===== src/rtl/mdro_pkg.sv =====
// ----------------------------------------------------------------------------
// mdro_pkg
// Types and constants shared by the odometry core's controller and datapath,
// and the CORDIC arctangent table used by the datapath.
// ----------------------------------------------------------------------------
package mdro_pkg;

   localparam int IDX_W = 5;

   localparam logic CSR_LEVER_LENGTH = 1'b0;
   localparam logic CSR_COUNT_TO_CM  = 1'b1;

   localparam logic [11:0] LEVER_RESET = 12'd591;
   localparam logic [23:0] SCALE_RESET = 24'd170459;

   localparam logic signed [35:0] CORDIC_GAIN_INV = 36'sh026DD3B6A;

   typedef enum logic [3:0] {
      ST_IDLE,
      ST_DECIDE,
      ST_VEC_ITER,
      ST_HEAD,
      ST_ROT_LOAD,
      ST_ROT_ITER,
      ST_MUL_A,
      ST_MUL_B,
      ST_ACC,
      ST_DONE
   } state_type;

   typedef struct packed {
      logic             capture;
      logic             clear;
      logic             load_vec;
      logic             iter_vec;
      logic             upd_heading;
      logic             load_rot;
      logic             iter_rot;
      logic             mul_a;
      logic             mul_b;
      logic             acc;
      logic             sel_y;
      logic             publish;
      logic [IDX_W-1:0] idx;
   } dp_cmd_type;

   typedef struct packed {
      logic kind;
      logic mx_nonzero;
   } dp_status_type;

   function automatic logic [31:0] atan_entry(input logic [IDX_W-1:0] i);
      logic [31:0] v;
      case (i)
         5'd0:  v = 32'h20000000;
         5'd1:  v = 32'h12E4051E;
         5'd2:  v = 32'h09FB385B;
         5'd3:  v = 32'h051111D4;
         5'd4:  v = 32'h028B0D43;
         5'd5:  v = 32'h0145D7E1;
         5'd6:  v = 32'h00A2F61E;
         5'd7:  v = 32'h00517C55;
         5'd8:  v = 32'h0028BE53;
         5'd9:  v = 32'h00145F2F;
         5'd10: v = 32'h000A2F98;
         5'd11: v = 32'h000517CC;
         5'd12: v = 32'h00028BE6;
         5'd13: v = 32'h000145F3;
         5'd14: v = 32'h0000A2FA;
         5'd15: v = 32'h0000517D;
         5'd16: v = 32'h000028BE;
         5'd17: v = 32'h0000145F;
         5'd18: v = 32'h00000A30;
         5'd19: v = 32'h00000518;
         5'd20: v = 32'h0000028C;
         5'd21: v = 32'h00000146;
         5'd22: v = 32'h000000A3;
         5'd23: v = 32'h00000051;
         default: v = 32'h00000000;
      endcase
      return v;
   endfunction

endpackage


===== src/rtl/mdro_ctrl.sv =====
// ----------------------------------------------------------------------------
// mdro_ctrl
// Sequencer for the odometry core: steps the shared CORDIC unit through the
// vectoring and rotation runs, then the multiply and accumulate steps.
// ----------------------------------------------------------------------------
module mdro_ctrl #(
   parameter int CORDIC_ITERATIONS = 16
) (
   input  logic                   clock,
   input  logic                   reset,
   input  logic                   req_valid,
   output logic                   req_ready,
   output logic                   rsp_valid,
   input  logic                   rsp_ready,
   input  mdro_pkg::dp_status_type status,
   output mdro_pkg::dp_cmd_type   cmd
);
   import mdro_pkg::*;

   localparam logic [IDX_W-1:0] LAST_IDX = IDX_W'(CORDIC_ITERATIONS - 1);

   state_type        state_ff, state_in;
   logic [IDX_W-1:0] idx_ff, idx_in;
   logic             axis_ff, axis_in;
   logic             rsp_valid_ff, rsp_valid_in;

   always_ff @(posedge clock) begin
      if (reset) begin
         state_ff     <= ST_IDLE;
         idx_ff       <= '0;
         axis_ff      <= 1'b0;
         rsp_valid_ff <= 1'b0;
      end else begin
         state_ff     <= state_in;
         idx_ff       <= idx_in;
         axis_ff      <= axis_in;
         rsp_valid_ff <= rsp_valid_in;
      end
   end

   always_comb begin
      state_in     = state_ff;
      idx_in       = idx_ff;
      axis_in      = axis_ff;
      rsp_valid_in = rsp_valid_ff && !rsp_ready;
      cmd          = '0;
      cmd.idx      = idx_ff;
      cmd.sel_y    = axis_ff;
      req_ready    = 1'b0;
      unique case (state_ff)
         ST_IDLE: begin
            req_ready = 1'b1;
            if (req_valid) begin
               cmd.capture = 1'b1;
               state_in    = ST_DECIDE;
            end
         end
         ST_DECIDE: begin
            idx_in  = '0;
            axis_in = 1'b0;
            if (status.kind) begin
               cmd.clear = 1'b1;
               state_in  = ST_DONE;
            end else if (status.mx_nonzero) begin
               cmd.load_vec = 1'b1;
               state_in     = ST_VEC_ITER;
            end else begin
               state_in = ST_ROT_LOAD;
            end
         end
         ST_VEC_ITER: begin
            cmd.iter_vec = 1'b1;
            idx_in       = idx_ff + 1'b1;
            if (idx_ff == LAST_IDX) begin
               state_in = ST_HEAD;
            end
         end
         ST_HEAD: begin
            cmd.upd_heading = 1'b1;
            state_in        = ST_ROT_LOAD;
         end
         ST_ROT_LOAD: begin
            cmd.load_rot = 1'b1;
            idx_in       = '0;
            state_in     = ST_ROT_ITER;
         end
         ST_ROT_ITER: begin
            cmd.iter_rot = 1'b1;
            idx_in       = idx_ff + 1'b1;
            if (idx_ff == LAST_IDX) begin
               state_in = ST_MUL_A;
            end
         end
         ST_MUL_A: begin
            cmd.mul_a = 1'b1;
            state_in  = ST_MUL_B;
         end
         ST_MUL_B: begin
            cmd.mul_b = 1'b1;
            state_in  = ST_ACC;
         end
         ST_ACC: begin
            cmd.acc = 1'b1;
            if (axis_ff) begin
               state_in = ST_DONE;
            end else begin
               axis_in  = 1'b1;
               state_in = ST_MUL_A;
            end
         end
         ST_DONE: begin
            if (!rsp_valid_ff || rsp_ready) begin
               cmd.publish  = 1'b1;
               rsp_valid_in = 1'b1;
               state_in     = ST_IDLE;
            end
         end
         default: state_in = ST_IDLE;
      endcase
   end

   assign rsp_valid = rsp_valid_ff;

endmodule


===== config.mk =====
export PLATFORM = sky130hd
export DESIGN_NAME = mdro_ctrl
export DESIGN_NICKNAME = d
export VERILOG_FILES = /design/src/rtl/mdro_pkg.sv /design/src/rtl/mdro_ctrl.sv
export SDC_FILE = /design/constraint.sdc
export NUM_CORES = 1
export LEC_CHECK = 0
export ABC_AREA = 1
export BUFFER_PORTS_ARGS = -buffer_cell sky130_fd_sc_hd__buf_2
export CAP_MARGIN = 20
export CORE_MARGIN = 4
export CORE_UTILIZATION = 31
export CTS_CLUSTER_SIZE = 25
export DETAILED_ROUTE_END_ITERATION = 12
export PLACE_DENSITY = 0.53
export SYNTH_ARGS = -nofsm -noshare
export SYNTH_HDL_FRONTEND = slang
export SYNTH_SLANG_ARGS = --single-unit

===== constraint.sdc =====
create_clock -name clock -period 1.6 [get_ports clock]
set_clock_uncertainty 0.1 [all_clocks]
set_input_delay 0.48 -clock clock [delete_from_list [all_inputs] [get_ports clock]]
set_output_delay 0.48 -clock clock [all_outputs]
set_load 0.005 [all_outputs]

# Word-level counts from Yosys, hierarchy flattened
# Cells that the tools add are included.
# Widths: inputs -> output; s select.
[word_totals]
reg_bits = 11
latchBits = 0
ramBits = 0
romBits = 0
in_bits = 6
output_inout_bits = 19
n_memories = 0
[classes]
add_sub_neg = 1
mul = 0
div = 0
order_cmp = 0
n_eq_ne = 14
shifts = 0
n_mux = 28
n_bitwise = 0
reduce_logical = 10
[op_table]
columns = ["cell", "count"]
rows = [
  ["$pmux 4 s10", 1],
  ["$mux 4", 6],
  ["$mux 1", 17],
  ["$eq 4x3->1 const B", 4],
  ["$pmux 5 s2", 1],
  ["$eq 4x2->1 const B", 2],
  ["$eq 4x4->1 const B", 2],
  ["$ne 2x2->1 const B", 4],
  ["$add 5x1->5 const B", 1],
  ["$eq 5x4->1 const B", 1],
  ["$eq 4x1->1 const B", 1],
  ["$logic_not 4->1", 1],
  ["$reduce_and 4->1", 1],
  ["$reduce_bool 2->1", 2],
  ["$reduce_or 2->1", 2],
  ["$mux 3", 1],
  ["$logic_not 1->1", 2],
  ["$mux 2", 1],
  ["$pmux 1 s2", 1],
  ["$logic_and 1x1->1", 1],
  ["$logic_or 1x1->1", 1],
]

# Longest topological paths before layout
# Gate-level depths: netlist (run 1).
[depth]
depth_word = 4
ltp_mapped = 9

# Worst setup path before layout (run 1)
# OpenSTA, ideal clock, no wires.
[synth_timing]
path_kind = "reg2out"
start = "register state_ff[3]"
end = "output cmd[7] (netlist name)"
arrival_time_ns = 0.835
required_time_ns = 1.020
slack_ns = 0.185
stages_incl_launch_ff = 6
path_buffers = 1
path_cell_list = "dfxtp_1 -> inv_1 -> nor2_1 -> nand2_1 -> inv_1 -> buf_4"
[synth_rtl]
columns = ["element", "line_no", "rtl"]
rows = [
  ["start: declaration", "mdro_ctrl.sv:22", "state_type state_ff, state_in;"],
  ["start signal: assignment", "mdro_ctrl.sv:34", "state_ff <= state_in;"],
  ["end: declaration", "mdro_ctrl.sv:16", "output mdro_pkg::dp_cmd_type cmd"],
]

==> metrics.txt, run 1 <==
hold buffers post-CTS=0; worst reg2reg endpoint=idx_ff[2]$_SDFFE_PP0P_; VDD IR max=0.000692 V; hold-critical path endpoint=idx_ff[4]$_SDFFE_PP0P_; total power=1.69 mW; CTS Root Cell=clkbuf_4; Hold Fails Final Rpt=0; Clk pwr share=11.5%; clock tree buffer depth=2; # fillers=251; commonest non-fill, non-tap cells in the layout=buf_2, nand2_1, inv_1; drt pass-1 iters=4; switching share of power=45.9%; first-iteration detailed-routing DRC count=5; vias in the first global route=834; starting density of the core=33.1%; Total GRT Usage=13.4%; worst skew pair latency=270 ps; fin crit share=110%; FF-to-FF Start=state_ff[3]$_SDFFE_PP0P_; yosys warns=0; Setup Viol. Count Final=12; hold path start=idx_ff[4]$_SDFFE_PP0P_; Routed wire per std cell=11.3 µm; Reg2Reg Setup Slack=40 ps; Worst-path clk slew=70 ps; layout cells sized above 1=58.3%; Lkg Pwr=0.582 nW; Hold Path Stages=2; final number of max-transition violations=0; Ports=25; Net Count, Synth=124; Max H-tree Level=1; Setup CP Type=flip-flop to primary output; post-route ant nets=0; switching pwr=0.778 mW; outcome=finished, violations left; Distinct cells, synth=20; die footprint=3260 µm²; pre-CTS WS=27.3 ps; post-synthesis sequential area ratio=29.5%; data arrival time of the worst path=1180 ps; CORE AREA=2250 µm²; Area Overhead vs Synth=53.3%; Via density=4.53; RSZ-0062 raised after global routing=true; WL final=2.07 mm; CP startpoint kind=flip-flop; P_int=0.916 mW; Worst-Margin Slew=311 ps; worst-path maximum fanout=5; mean post-synth cell area=6.44 µm²; first-pass GRT wire length=3.44 mm; Setup crit end kind=primary output; violated checks=setup timing; Reg2Reg Depth=9; Core Rows=17; vias=833; CTS tree=done; setup ws final=-162 ps; Mapped Cells=116; worst min-delay path class=flip-flop to flip-flop; global route overflow=0; antenna violations before repair=0; die height=57.1 µm; Max Fclk=0.568 GHz; Clock Sinks=11; port buffer count=24; Tmin final=1760 ps; Critical Path RT=1020 ps; TritonCTS Buffers=3; largest net degree at the start of global routing=12; synthesized flop and latch total=11; Max-cap violations=0; DRC=0; sequential power share=26.8%; Mapped Area=747 µm²; Relative slew margins=79.3%; commonest non-fill, non-tap cell in the layout=buf_2; Die Wd=57.1 µm; nets@finish=165; # diodes=0; power share of the combinational group=61.8%; pwr dens=1480 nW/µm²; DP Wirelength=1.52 mm; Final Wtd Congestion=0.786
-- per-layer routing --
layer | part of all wire [%] | vias up | global-route usage, %
met1 | 42 | 376 | 15.1
met4 | 0.72 | 0 | 7.28
li1 | - | 434 | -
met3 | 5.6 | 4 | 3.62
met2 | 52 | 19 | 22.7
met5 | 0 | - | 0
-- cells in the mapped netlist (all sizes together) --
master,n,area (µm²)
a21oi,10,57.6
a41oi,2,17.5
buf,2,15.0
clkbuf,1,3.75
dfxtp,11,220
ha,2,25.0
inv,26,97.6
nand2,32,145
nand3,11,55.1
nand4,1,6.26
nor2,15,73.8
nor3,2,21.3
xor2,1,8.76
-- worst max-delay path by stage --
stage,end,cells after the start,slack (ps),from
after floorplan,cmd[7],5,180,state_ff[3]$_SDFFE_PP0P_
after detailed placement,cmd[8],5,30,state_ff[2]$_SDFFE_PP0P_
after global placement,cmd[12],4,60,state_ff[2]$_SDFFE_PP0P_
final,cmd[14],5,-160,state_ff[0]$_SDFFE_PP0P_
after CTS,cmd[5],5,-160,state_ff[0]$_SDFFE_PP0P_
after global routing,cmd[14],5,-240,state_ff[0]$_SDFFE_PP0P_
-- per-stage QoR --
step | instance area, µm² | setup TNS (ps) | hold slack [ps] | utilization, % | cells
floorplan | 747 | 0 | 367 | - | 116
global placement | 951 | 0 | 362 | 42.2 | 174
detailed placement | 951 | 0 | 365 | 42.2 | 174
CTS | 1070 | -1460 | 377 | 47.6 | 184
global route | 1140 | -2680 | 410 | 50.8 | 184
finish | 1140 | -1380 | 384 | 50.8 | 184
-- flip-flops by register name, summed over array words and instances, names as in the netlist --
name       flops
idx_ff         5
state_ff       4
axis_ff        1
rsp_valid      1
-- area by class of cell --
type                            count  area (µm²)  area share [%]
Multi-Input combinational cell     76         499            43.6
Timing Repair Buffer               39         243            21.2
Sequential cell                    11         236            20.7
Inverter                           26         105            9.18
Tap cell                           28        35.0            3.06
Clock buffer                        4        26.3            2.30
-- power by group through the flow --
stage	registers (mW)	logic (mW)	clock network (mW)
2_1_floorplan	0.398	0.555	0
3_5_place_dp	0.399	0.863	0
5_1_grt	0.462	1.17	0.220
3_3_place_gp	0.397	0.861	0
6_report	0.453	1.05	0.195
4_1_cts	0.436	1.00	0.205
-- cell families after synthesis --
kind of cell	synth area share [%]
xor gates and xnor gates	1.17
AOI/OAI and AO/OA	10.1
adders and majority gates	3.35
buffers and inverters	15.6
and+or+nand+nor	40.4
DFF	29.5
-- worst max-delay path, cell delays in order (launching register included) --
cell and delay (ps):
dfxtp_4 400, inv_4 50, nor2_4 170, nand2_2 80
nor2_2 100, buf_2 120
-- repair_timing --
item | 4_1_cts | 5_1_grt
gates resized for setup | 19 | 25
buffers inserted | 6 | 3
pin swaps | 2 | 9
setup endpoints to repair | 12 | 19
(Power assumes the default switching activity.)
==> inputs of run 2 (changes only) <==
--- a/config.mk
+++ b/config.mk
@@ -8,11 +8,13 @@
 export ABC_AREA = 1
 export BUFFER_PORTS_ARGS = -buffer_cell sky130_fd_sc_hd__buf_2
 export CAP_MARGIN = 20
+export CELL_PAD_IN_SITES_DETAIL_PLACEMENT = 1
+export CELL_PAD_IN_SITES_GLOBAL_PLACEMENT = 1
 export CORE_MARGIN = 4
 export CORE_UTILIZATION = 31
 export CTS_CLUSTER_SIZE = 25
 export DETAILED_ROUTE_END_ITERATION = 12
-export PLACE_DENSITY = 0.53
+export PLACE_DENSITY = 0.72
 export SYNTH_ARGS = -nofsm -noshare
 export SYNTH_HDL_FRONTEND = slang
 export SYNTH_SLANG_ARGS = --single-unit
==> run 2 against run 1 <==
Effect of this change:
- the run still ends with setup timing left
- non-clock buffer count up 8
- sequential power down 2%
- combinational power up 18%
- clock power up 5%
- register-to-register slack about the same
- sequential share of layout area down 1.1 points
- final area up 5.1%
- cell count up 4.3%
- critical path depth down 1
- count of clock-buffer cells in the layout unchanged
- critical path type unchanged
- critical endpoint is now req_ready
==> metrics.txt, run 2 (synthesis results as in run 1) <==
Hold Fails Final Rpt=0 (unchanged); met3 wire len=93 µm (was 116 µm); switching share of power=47.4% (was 45.9%); starting density of the core=33.1% (unchanged); Relative slew margins=81.5% (was 79.3%); final number of max-transition violations=0 (unchanged); Setup CP Type=flip-flop to primary output (unchanged); die height=57.1 µm (unchanged); max reg flops=5 (unchanged); Core Rows=17 (unchanged); commonest non-fill, non-tap cells in the layout=nand2_1, buf_2, buf_4 (was buf_2, nand2_1, inv_1); Hold Path Stages=2 (unchanged); port buffer count=24 (unchanged); global route overflow=0 (unchanged); pre-CTS WS=11.4 ps (was 27.3 ps); outcome=finished, violations left (unchanged); VDD IR max=0.000958 V (was 0.000692 V); violated checks=setup timing (unchanged); switching pwr=0.895 mW (was 0.778 mW); TritonCTS Buffers=3 (unchanged); pwr dens=1570 nW/µm² (was 1480 nW/µm²); sequential power share=23.6% (was 26.8%); worst reg2reg endpoint=state_ff[1]$_SDFFE_PP0P_ (was idx_ff[2]$_SDFFE_PP0P_); vias=911 (was 833); Max H-tree Level=1 (unchanged); DRC=0 (unchanged); power share of the combinational group=65.5% (was 61.8%); Routed wire per std cell=15.0 µm (was 11.3 µm); worst min-delay path class=flip-flop to flip-flop (unchanged); worst-path maximum fanout=6 (was 5); Final Wtd Congestion=0.808 (was 0.786); DP Wirelength=1.85 mm (was 1.52 mm); Finished Layout Cells=192 (was 184); met1 wire length=1.19 mm (was 860 µm); Slowest cell on crit path=dfxtp_4 (unchanged); first-iteration detailed-routing DRC count=10 (was 5); drt pass-1 iters=4 (unchanged); Worst-path clk slew=80 ps (was 70 ps); Top Metal Used=met4 (unchanged); top flop regs=idx_ff x5, state_ff x4 (unchanged); placed cells=176 (was 174); met2 wire length=1.52 mm (was 1.08 mm); RSZ-0062 raised after global routing=true (unchanged); post-route ant nets=0 (unchanged); # diodes=0 (unchanged); Lkg Pwr=0.628 nW (was 0.582 nW); Setup crit end kind=primary output (unchanged); Clock Sinks=11 (unchanged); Max stage delay on crit path=380 ps (was 400 ps); most flop-heavy register=idx_ff (unchanged); largest net degree at the start of global routing=12 (unchanged); Via density=4.74 (was 4.53); vias in the first global route=985 (was 834); first-pass GRT wire length=4.49 mm (was 3.44 mm); Die Wd=57.1 µm (unchanged); Setup Viol. Count Final=12 (unchanged); worst skew pair latency=270 ps (about the same); P_int=0.995 mW (was 0.916 mW); commonest non-fill, non-tap cell in the layout=nand2_1 (was buf_2); layout cells sized above 1=54.3% (was 58.3%); CTS Root Cell=clkbuf_4 (unchanged); Clk pwr share=10.8% (was 11.5%); Max-cap violations=0 (unchanged); FF-to-FF Start=state_ff[2]$_SDFFE_PP0P_ (was state_ff[3]$_SDFFE_PP0P_); TNS Setup=-1840 ps (was -1380 ps); CP startpoint kind=flip-flop (unchanged); Worst-Margin Slew=278 ps (was 311 ps); clock tree buffer depth=2 (unchanged); hold path start=idx_ff[4]$_SDFFE_PP0P_ (unchanged); Tmin final=1800 ps (was 1760 ps); Reg2Reg Depth=10 (was 9); Max Fclk=0.554 GHz (was 0.568 GHz); die footprint=3260 µm² (unchanged); fin crit share=113% (was 110%); setup ws final=-204 ps (was -162 ps); CORE AREA=2250 µm² (unchanged); CTS tree=done (unchanged); Ports=25 (unchanged); worst path cell trace=nor2_4 > inv_2 > nor2_2 > buf_2 (was inv_4 > nor2_4 > nand2_2 > nor2_2 > buf_2); WL final=2.88 mm (was 2.07 mm); Critical Path RT=1020 ps (about the same); data arrival time of the worst path=1220 ps (was 1180 ps); Area Overhead vs Synth=61.1% (was 53.3%); nets@finish=173 (was 165); hold-critical path endpoint=idx_ff[4]$_SDFFE_PP0P_ (unchanged); antenna violations before repair=0 (unchanged); Reg2Reg Setup Slack=40 ps (about the same); Total GRT Usage=17.8% (was 13.4%)
## run 2: cell count changes in the layout (fill, tap and decap cells not counted), moves of 4 or more
cell	delta
a21oi_1	+4
a21oi_2	-4
buf_4	+7
nor2_4	+4
## run 2: worst max-delay path: cells and delay by family, from the launching register on
family                 cells  cell delay (ps)
buffers and inverters      2              230
flip-flops                 1              380
AND/OR/NAND/NOR            2              340
## run 2: repair_timing
action,in CTS,in global routing
setup buffers,9,5
pin swaps,5,9
setup endpoints to repair,12,19
resized for setup,30,11
gates cloned,0,0
hold buffers,0,0
## run 2: power groups by stage
| stage | logic (mW) | registers (mW) | clock network (mW) |
|---|---|---|---|
| 2_1_floorplan | 0.555 | 0.398 | 0 |
| 3_3_place_gp | 0.832 | 0.400 | 0 |
| 3_5_place_dp | 0.855 | 0.406 | 0 |
| 4_1_cts | 1.11 | 0.442 | 0.211 |
| 5_1_grt | 1.35 | 0.459 | 0.234 |
| 6_report | 1.24 | 0.446 | 0.205 |
## run 2: how the worst max path moves through the flow
| stage | cells past startpoint | startpoint | slack [ps] | endpoint |
|---|---|---|---|---|
| 2_1_floorplan | 5 | state_ff[3]$_SDFFE_PP0P_ | 180 | cmd[7] |
| 3_3_place_gp | 5 | state_ff[0]$_SDFFE_PP0P_ | 30 | cmd[14] |
| 3_5_place_dp | 5 | state_ff[3]$_SDFFE_PP0P_ | 10 | cmd[5] |
| 4_1_cts | 5 | state_ff[0]$_SDFFE_PP0P_ | -180 | cmd[14] |
| 5_1_grt | 5 | state_ff[2]$_SDFFE_PP0P_ | -290 | cmd[8] |
| 6_report | 4 | state_ff[2]$_SDFFE_PP0P_ | -200 | req_ready |
## run 2: area by class of cell
class	instances	area [µm²]
flip-flops and latches	11	235
clock buffers	4	26.3
inverters	26	105
well taps	28	35.0
repair buffers	47	307
fillers	312	1050
multi-input cells	76	495
## run 2: metrics by stage
step / hold slack, ps / utilization [%] / instance area, µm² / total power, mW
2_1_floorplan: 367 / - / 747 / 0.954
3_3_place_gp: 363 / 42.8 / 966 / 1.23
3_5_place_dp: 378 / 42.8 / 966 / 1.26
4_1_cts: 391 / 51.1 / 1150 / 1.76
5_1_grt: 406 / 53.4 / 1200 / 2.05
6_report: 382 / 53.4 / 1200 / 1.89
## run 2: per-layer routing
layer,vias up,track usage [%]
met1,431,19.8
met4,0,7.62
met2,19,33.3
met3,6,2.71
met5,-,0
li1,455,-
==> inputs of run 3 (changes only) <==
--- a/config.mk
+++ b/config.mk
@@ -6,7 +6,6 @@
 export NUM_CORES = 1
 export LEC_CHECK = 0
 export ABC_AREA = 1
-export BUFFER_PORTS_ARGS = -buffer_cell sky130_fd_sc_hd__buf_2
 export CAP_MARGIN = 20
 export CELL_PAD_IN_SITES_DETAIL_PLACEMENT = 1
 export CELL_PAD_IN_SITES_GLOBAL_PLACEMENT = 1
@@ -14,7 +13,8 @@
 export CORE_UTILIZATION = 31
 export CTS_CLUSTER_SIZE = 25
 export DETAILED_ROUTE_END_ITERATION = 12
-export PLACE_DENSITY = 0.72
+export DONT_BUFFER_PORTS = 1
+export PLACE_DENSITY = 0.59
 export SYNTH_ARGS = -nofsm -noshare
 export SYNTH_HDL_FRONTEND = slang
 export SYNTH_SLANG_ARGS = --single-unit
==> run 3 against run 2 <==
Effect of this change:
- flip-flop and latch count did not move
- final area is 16% lower
- maximum frequency up 7.0%
- cell count shrank 17%
- largest power group unchanged
- highest routed layer unchanged
- power is 14% lower
- the run still ends with setup timing left
- worst hold slack got worse by 230 ps
==> metrics.txt, run 3 (synthesis results as in run 1) <==
outcome=finished, violations left (unchanged); violated checks=setup timing (unchanged); FF-to-FF Start=state_ff[2]$_SDFFE_PP0P_ (unchanged); die height=57.1 µm (unchanged); Area Overhead vs Synth=34.8% (was 61.1%); final hold slack=155 ps (was 382 ps); Reg2Reg Depth=7 (was 10); first-pass GRT wire length=3.78 mm (was 4.49 mm); Worst-Margin Slew=308 ps (was 278 ps); CTS tree=done (unchanged); Total GRT Usage=14.9% (was 17.8%); antenna violations before repair=0 (unchanged); DRC=0 (unchanged); Slowest cell on crit path=dfxtp_4 (unchanged); worst skew pair latency=270 ps (about the same); cell area after layout=1010 µm² (was 1200 µm²); Setup CP Type=flip-flop to primary output (unchanged); Worst-path clk slew=70 ps (was 80 ps); WL final=2.15 mm (was 2.88 mm); total power=1.63 mW (was 1.89 mW); setup ws final=-86.3 ps (was -204 ps); # fillers=303 (was 312); fin crit share=105% (was 113%); hold buffers post-CTS=0 (unchanged); first-iteration detailed-routing DRC count=9 (was 10); data arrival time of the worst path=1110 ps (was 1220 ps); hold path start=reset (was idx_ff[4]$_SDFFE_PP0P_); worst-path maximum fanout=4 (was 6); Critical Path RT=1020 ps (about the same); die footprint=3260 µm² (unchanged); Via density=4.75 (was 4.74); Core Rows=17 (unchanged); TNS Setup=-567 ps (was -1840 ps); Finished Layout Cells=159 (was 192); placed cells=144 (was 176); starting density of the core=33.1% (unchanged); # diodes=0 (unchanged); vias in the first global route=814 (was 985); DP Wirelength=1.64 mm (was 1.85 mm); most flop-heavy register=idx_ff (unchanged); commonest non-fill, non-tap cells in the layout=nand2_1, inv_1, buf_4 (was nand2_1, buf_2, buf_4); Max Fclk=0.593 GHz (was 0.554 GHz); Die Wd=57.1 µm (unchanged); worst path cell trace=nor2_4 > buf_12 > nand2_2 > inv_1 (was nor2_4 > inv_2 > nor2_2 > buf_2); layout cells sized above 1=42.7% (was 54.3%); Final Wtd Congestion=0.763 (was 0.808); Relative slew margins=79.4% (was 81.5%); worst min-delay path class=input port to flip-flop (was flip-flop to flip-flop); CP startpoint kind=flip-flop (unchanged); hold-critical path endpoint=state_ff[0]$_SDFFE_PP0P_ (was idx_ff[4]$_SDFFE_PP0P_); Hold Fails Final Rpt=0 (unchanged); final number of max-transition violations=0 (unchanged); pwr dens=1620 nW/µm² (was 1570 nW/µm²); VDD IR max=0.000881 V (was 0.000958 V); Routed wire per std cell=13.5 µm (was 15.0 µm); Clock Sinks=11 (unchanged); top flop regs=idx_ff x5, state_ff x4 (unchanged); clock tree buffer depth=2 (unchanged); Max H-tree Level=1 (unchanged); worst reg2reg endpoint=idx_ff[4]$_SDFFE_PP0P_ (was state_ff[1]$_SDFFE_PP0P_); CORE AREA=2250 µm² (unchanged); post-route ant nets=0 (unchanged); Tmin final=1690 ps (was 1800 ps); Core Util, Final=44.7% (was 53.4%); largest net degree at the start of global routing=12 (unchanged); dpl cell area=786 µm² (was 966 µm²); Setup Viol. Count Final=11 (was 12); vias=755 (was 911); TritonCTS Buffers=3 (unchanged); CTS Root Cell=clkbuf_4 (unchanged); Crit path max-delay family=flip-flops (unchanged); max reg flops=5 (unchanged); RSZ-0062 raised after global routing=true (unchanged); global route overflow=0 (unchanged); Reg2Reg Setup Slack=150 ps (was 40 ps); WP buf/inv=2 (unchanged); Max-cap violations=0 (unchanged); Max stage delay on crit path=380 ps (about the same); port buffer count=0 (was 24); drt pass-1 iters=4 (unchanged); Lkg Pwr=0.467 nW (was 0.628 nW); commonest non-fill, non-tap cell in the layout=nand2_1 (unchanged); Hold Path Stages=1 (was 2); Setup crit end kind=primary output (unchanged); pre-CTS WS=72.6 ps (was 11.4 ps); Ports=25 (unchanged); nets@finish=140 (was 173)
-- run 3: cell types whose count changed in the layout (fill, tap and decap cells not counted), sizes merged --
cell / previous run / this run
buf: 47 / 14
-- run 3: what timing repair did --
item | CTS | global route
resized for setup | 27 | 7
buffers inserted | 6 | 5
endpoints found under the setup margin | 12 | 12
pin swaps | 3 | 6
-- run 3: layer usage --
metal  wire length [µm]  global-route usage [%]  vias up
met5                  0                       0        -
met4                 14                    5.96        0
met3                106                    3.85        2
met2               1050                    24.6       15
met1                977                    18.5      353
li1                   -                       -      385
-- run 3: worst max-delay path by stage --
| stage | from | end | slack, ps | depth (start not counted) |
|---|---|---|---|---|
| after floorplan | state_ff[3]$_SDFFE_PP0P_ | cmd[7] | 180 | 5 |
| after global placement | state_ff[2]$_SDFFE_PP0P_ | cmd[8] | 60 | 4 |
| after detailed placement | state_ff[0]$_SDFFE_PP0P_ | cmd[16] | 70 | 3 |
| after CTS | state_ff[3]$_SDFFE_PP0P_ | req_ready | -90 | 3 |
| after global routing | state_ff[1]$_SDFFE_PP0P_ | cmd[13] | -160 | 4 |
| final | state_ff[2]$_SDFFE_PP0P_ | cmd[13] | -90 | 4 |
-- run 3: cell type report --
class	count	area [µm²]	area share [%]
well taps	28	35.0	3.48
repair buffers	14	118	11.7
multi-input cells	76	490	48.7
inverters	26	103	10.2
clock buffers	4	26.3	2.61
flip-flops and latches	11	235	23.4
-- run 3: where the power goes --
part           total [mW]  internal [mW]  switching, mW
sequential          0.450          0.348          0.103
combinational       0.982          0.419          0.564
clock               0.200         0.0966          0.104
total                1.63          0.863          0.770
-- run 3: worst register-to-register path: cells and delay by family (launching register included) --
kind                   cells  cell delay (ps)
AND/OR/NAND/NOR            5              620
buffers and inverters      1              130
AO/OA/AOI/OAI              1              140
flip-flops                 1              400
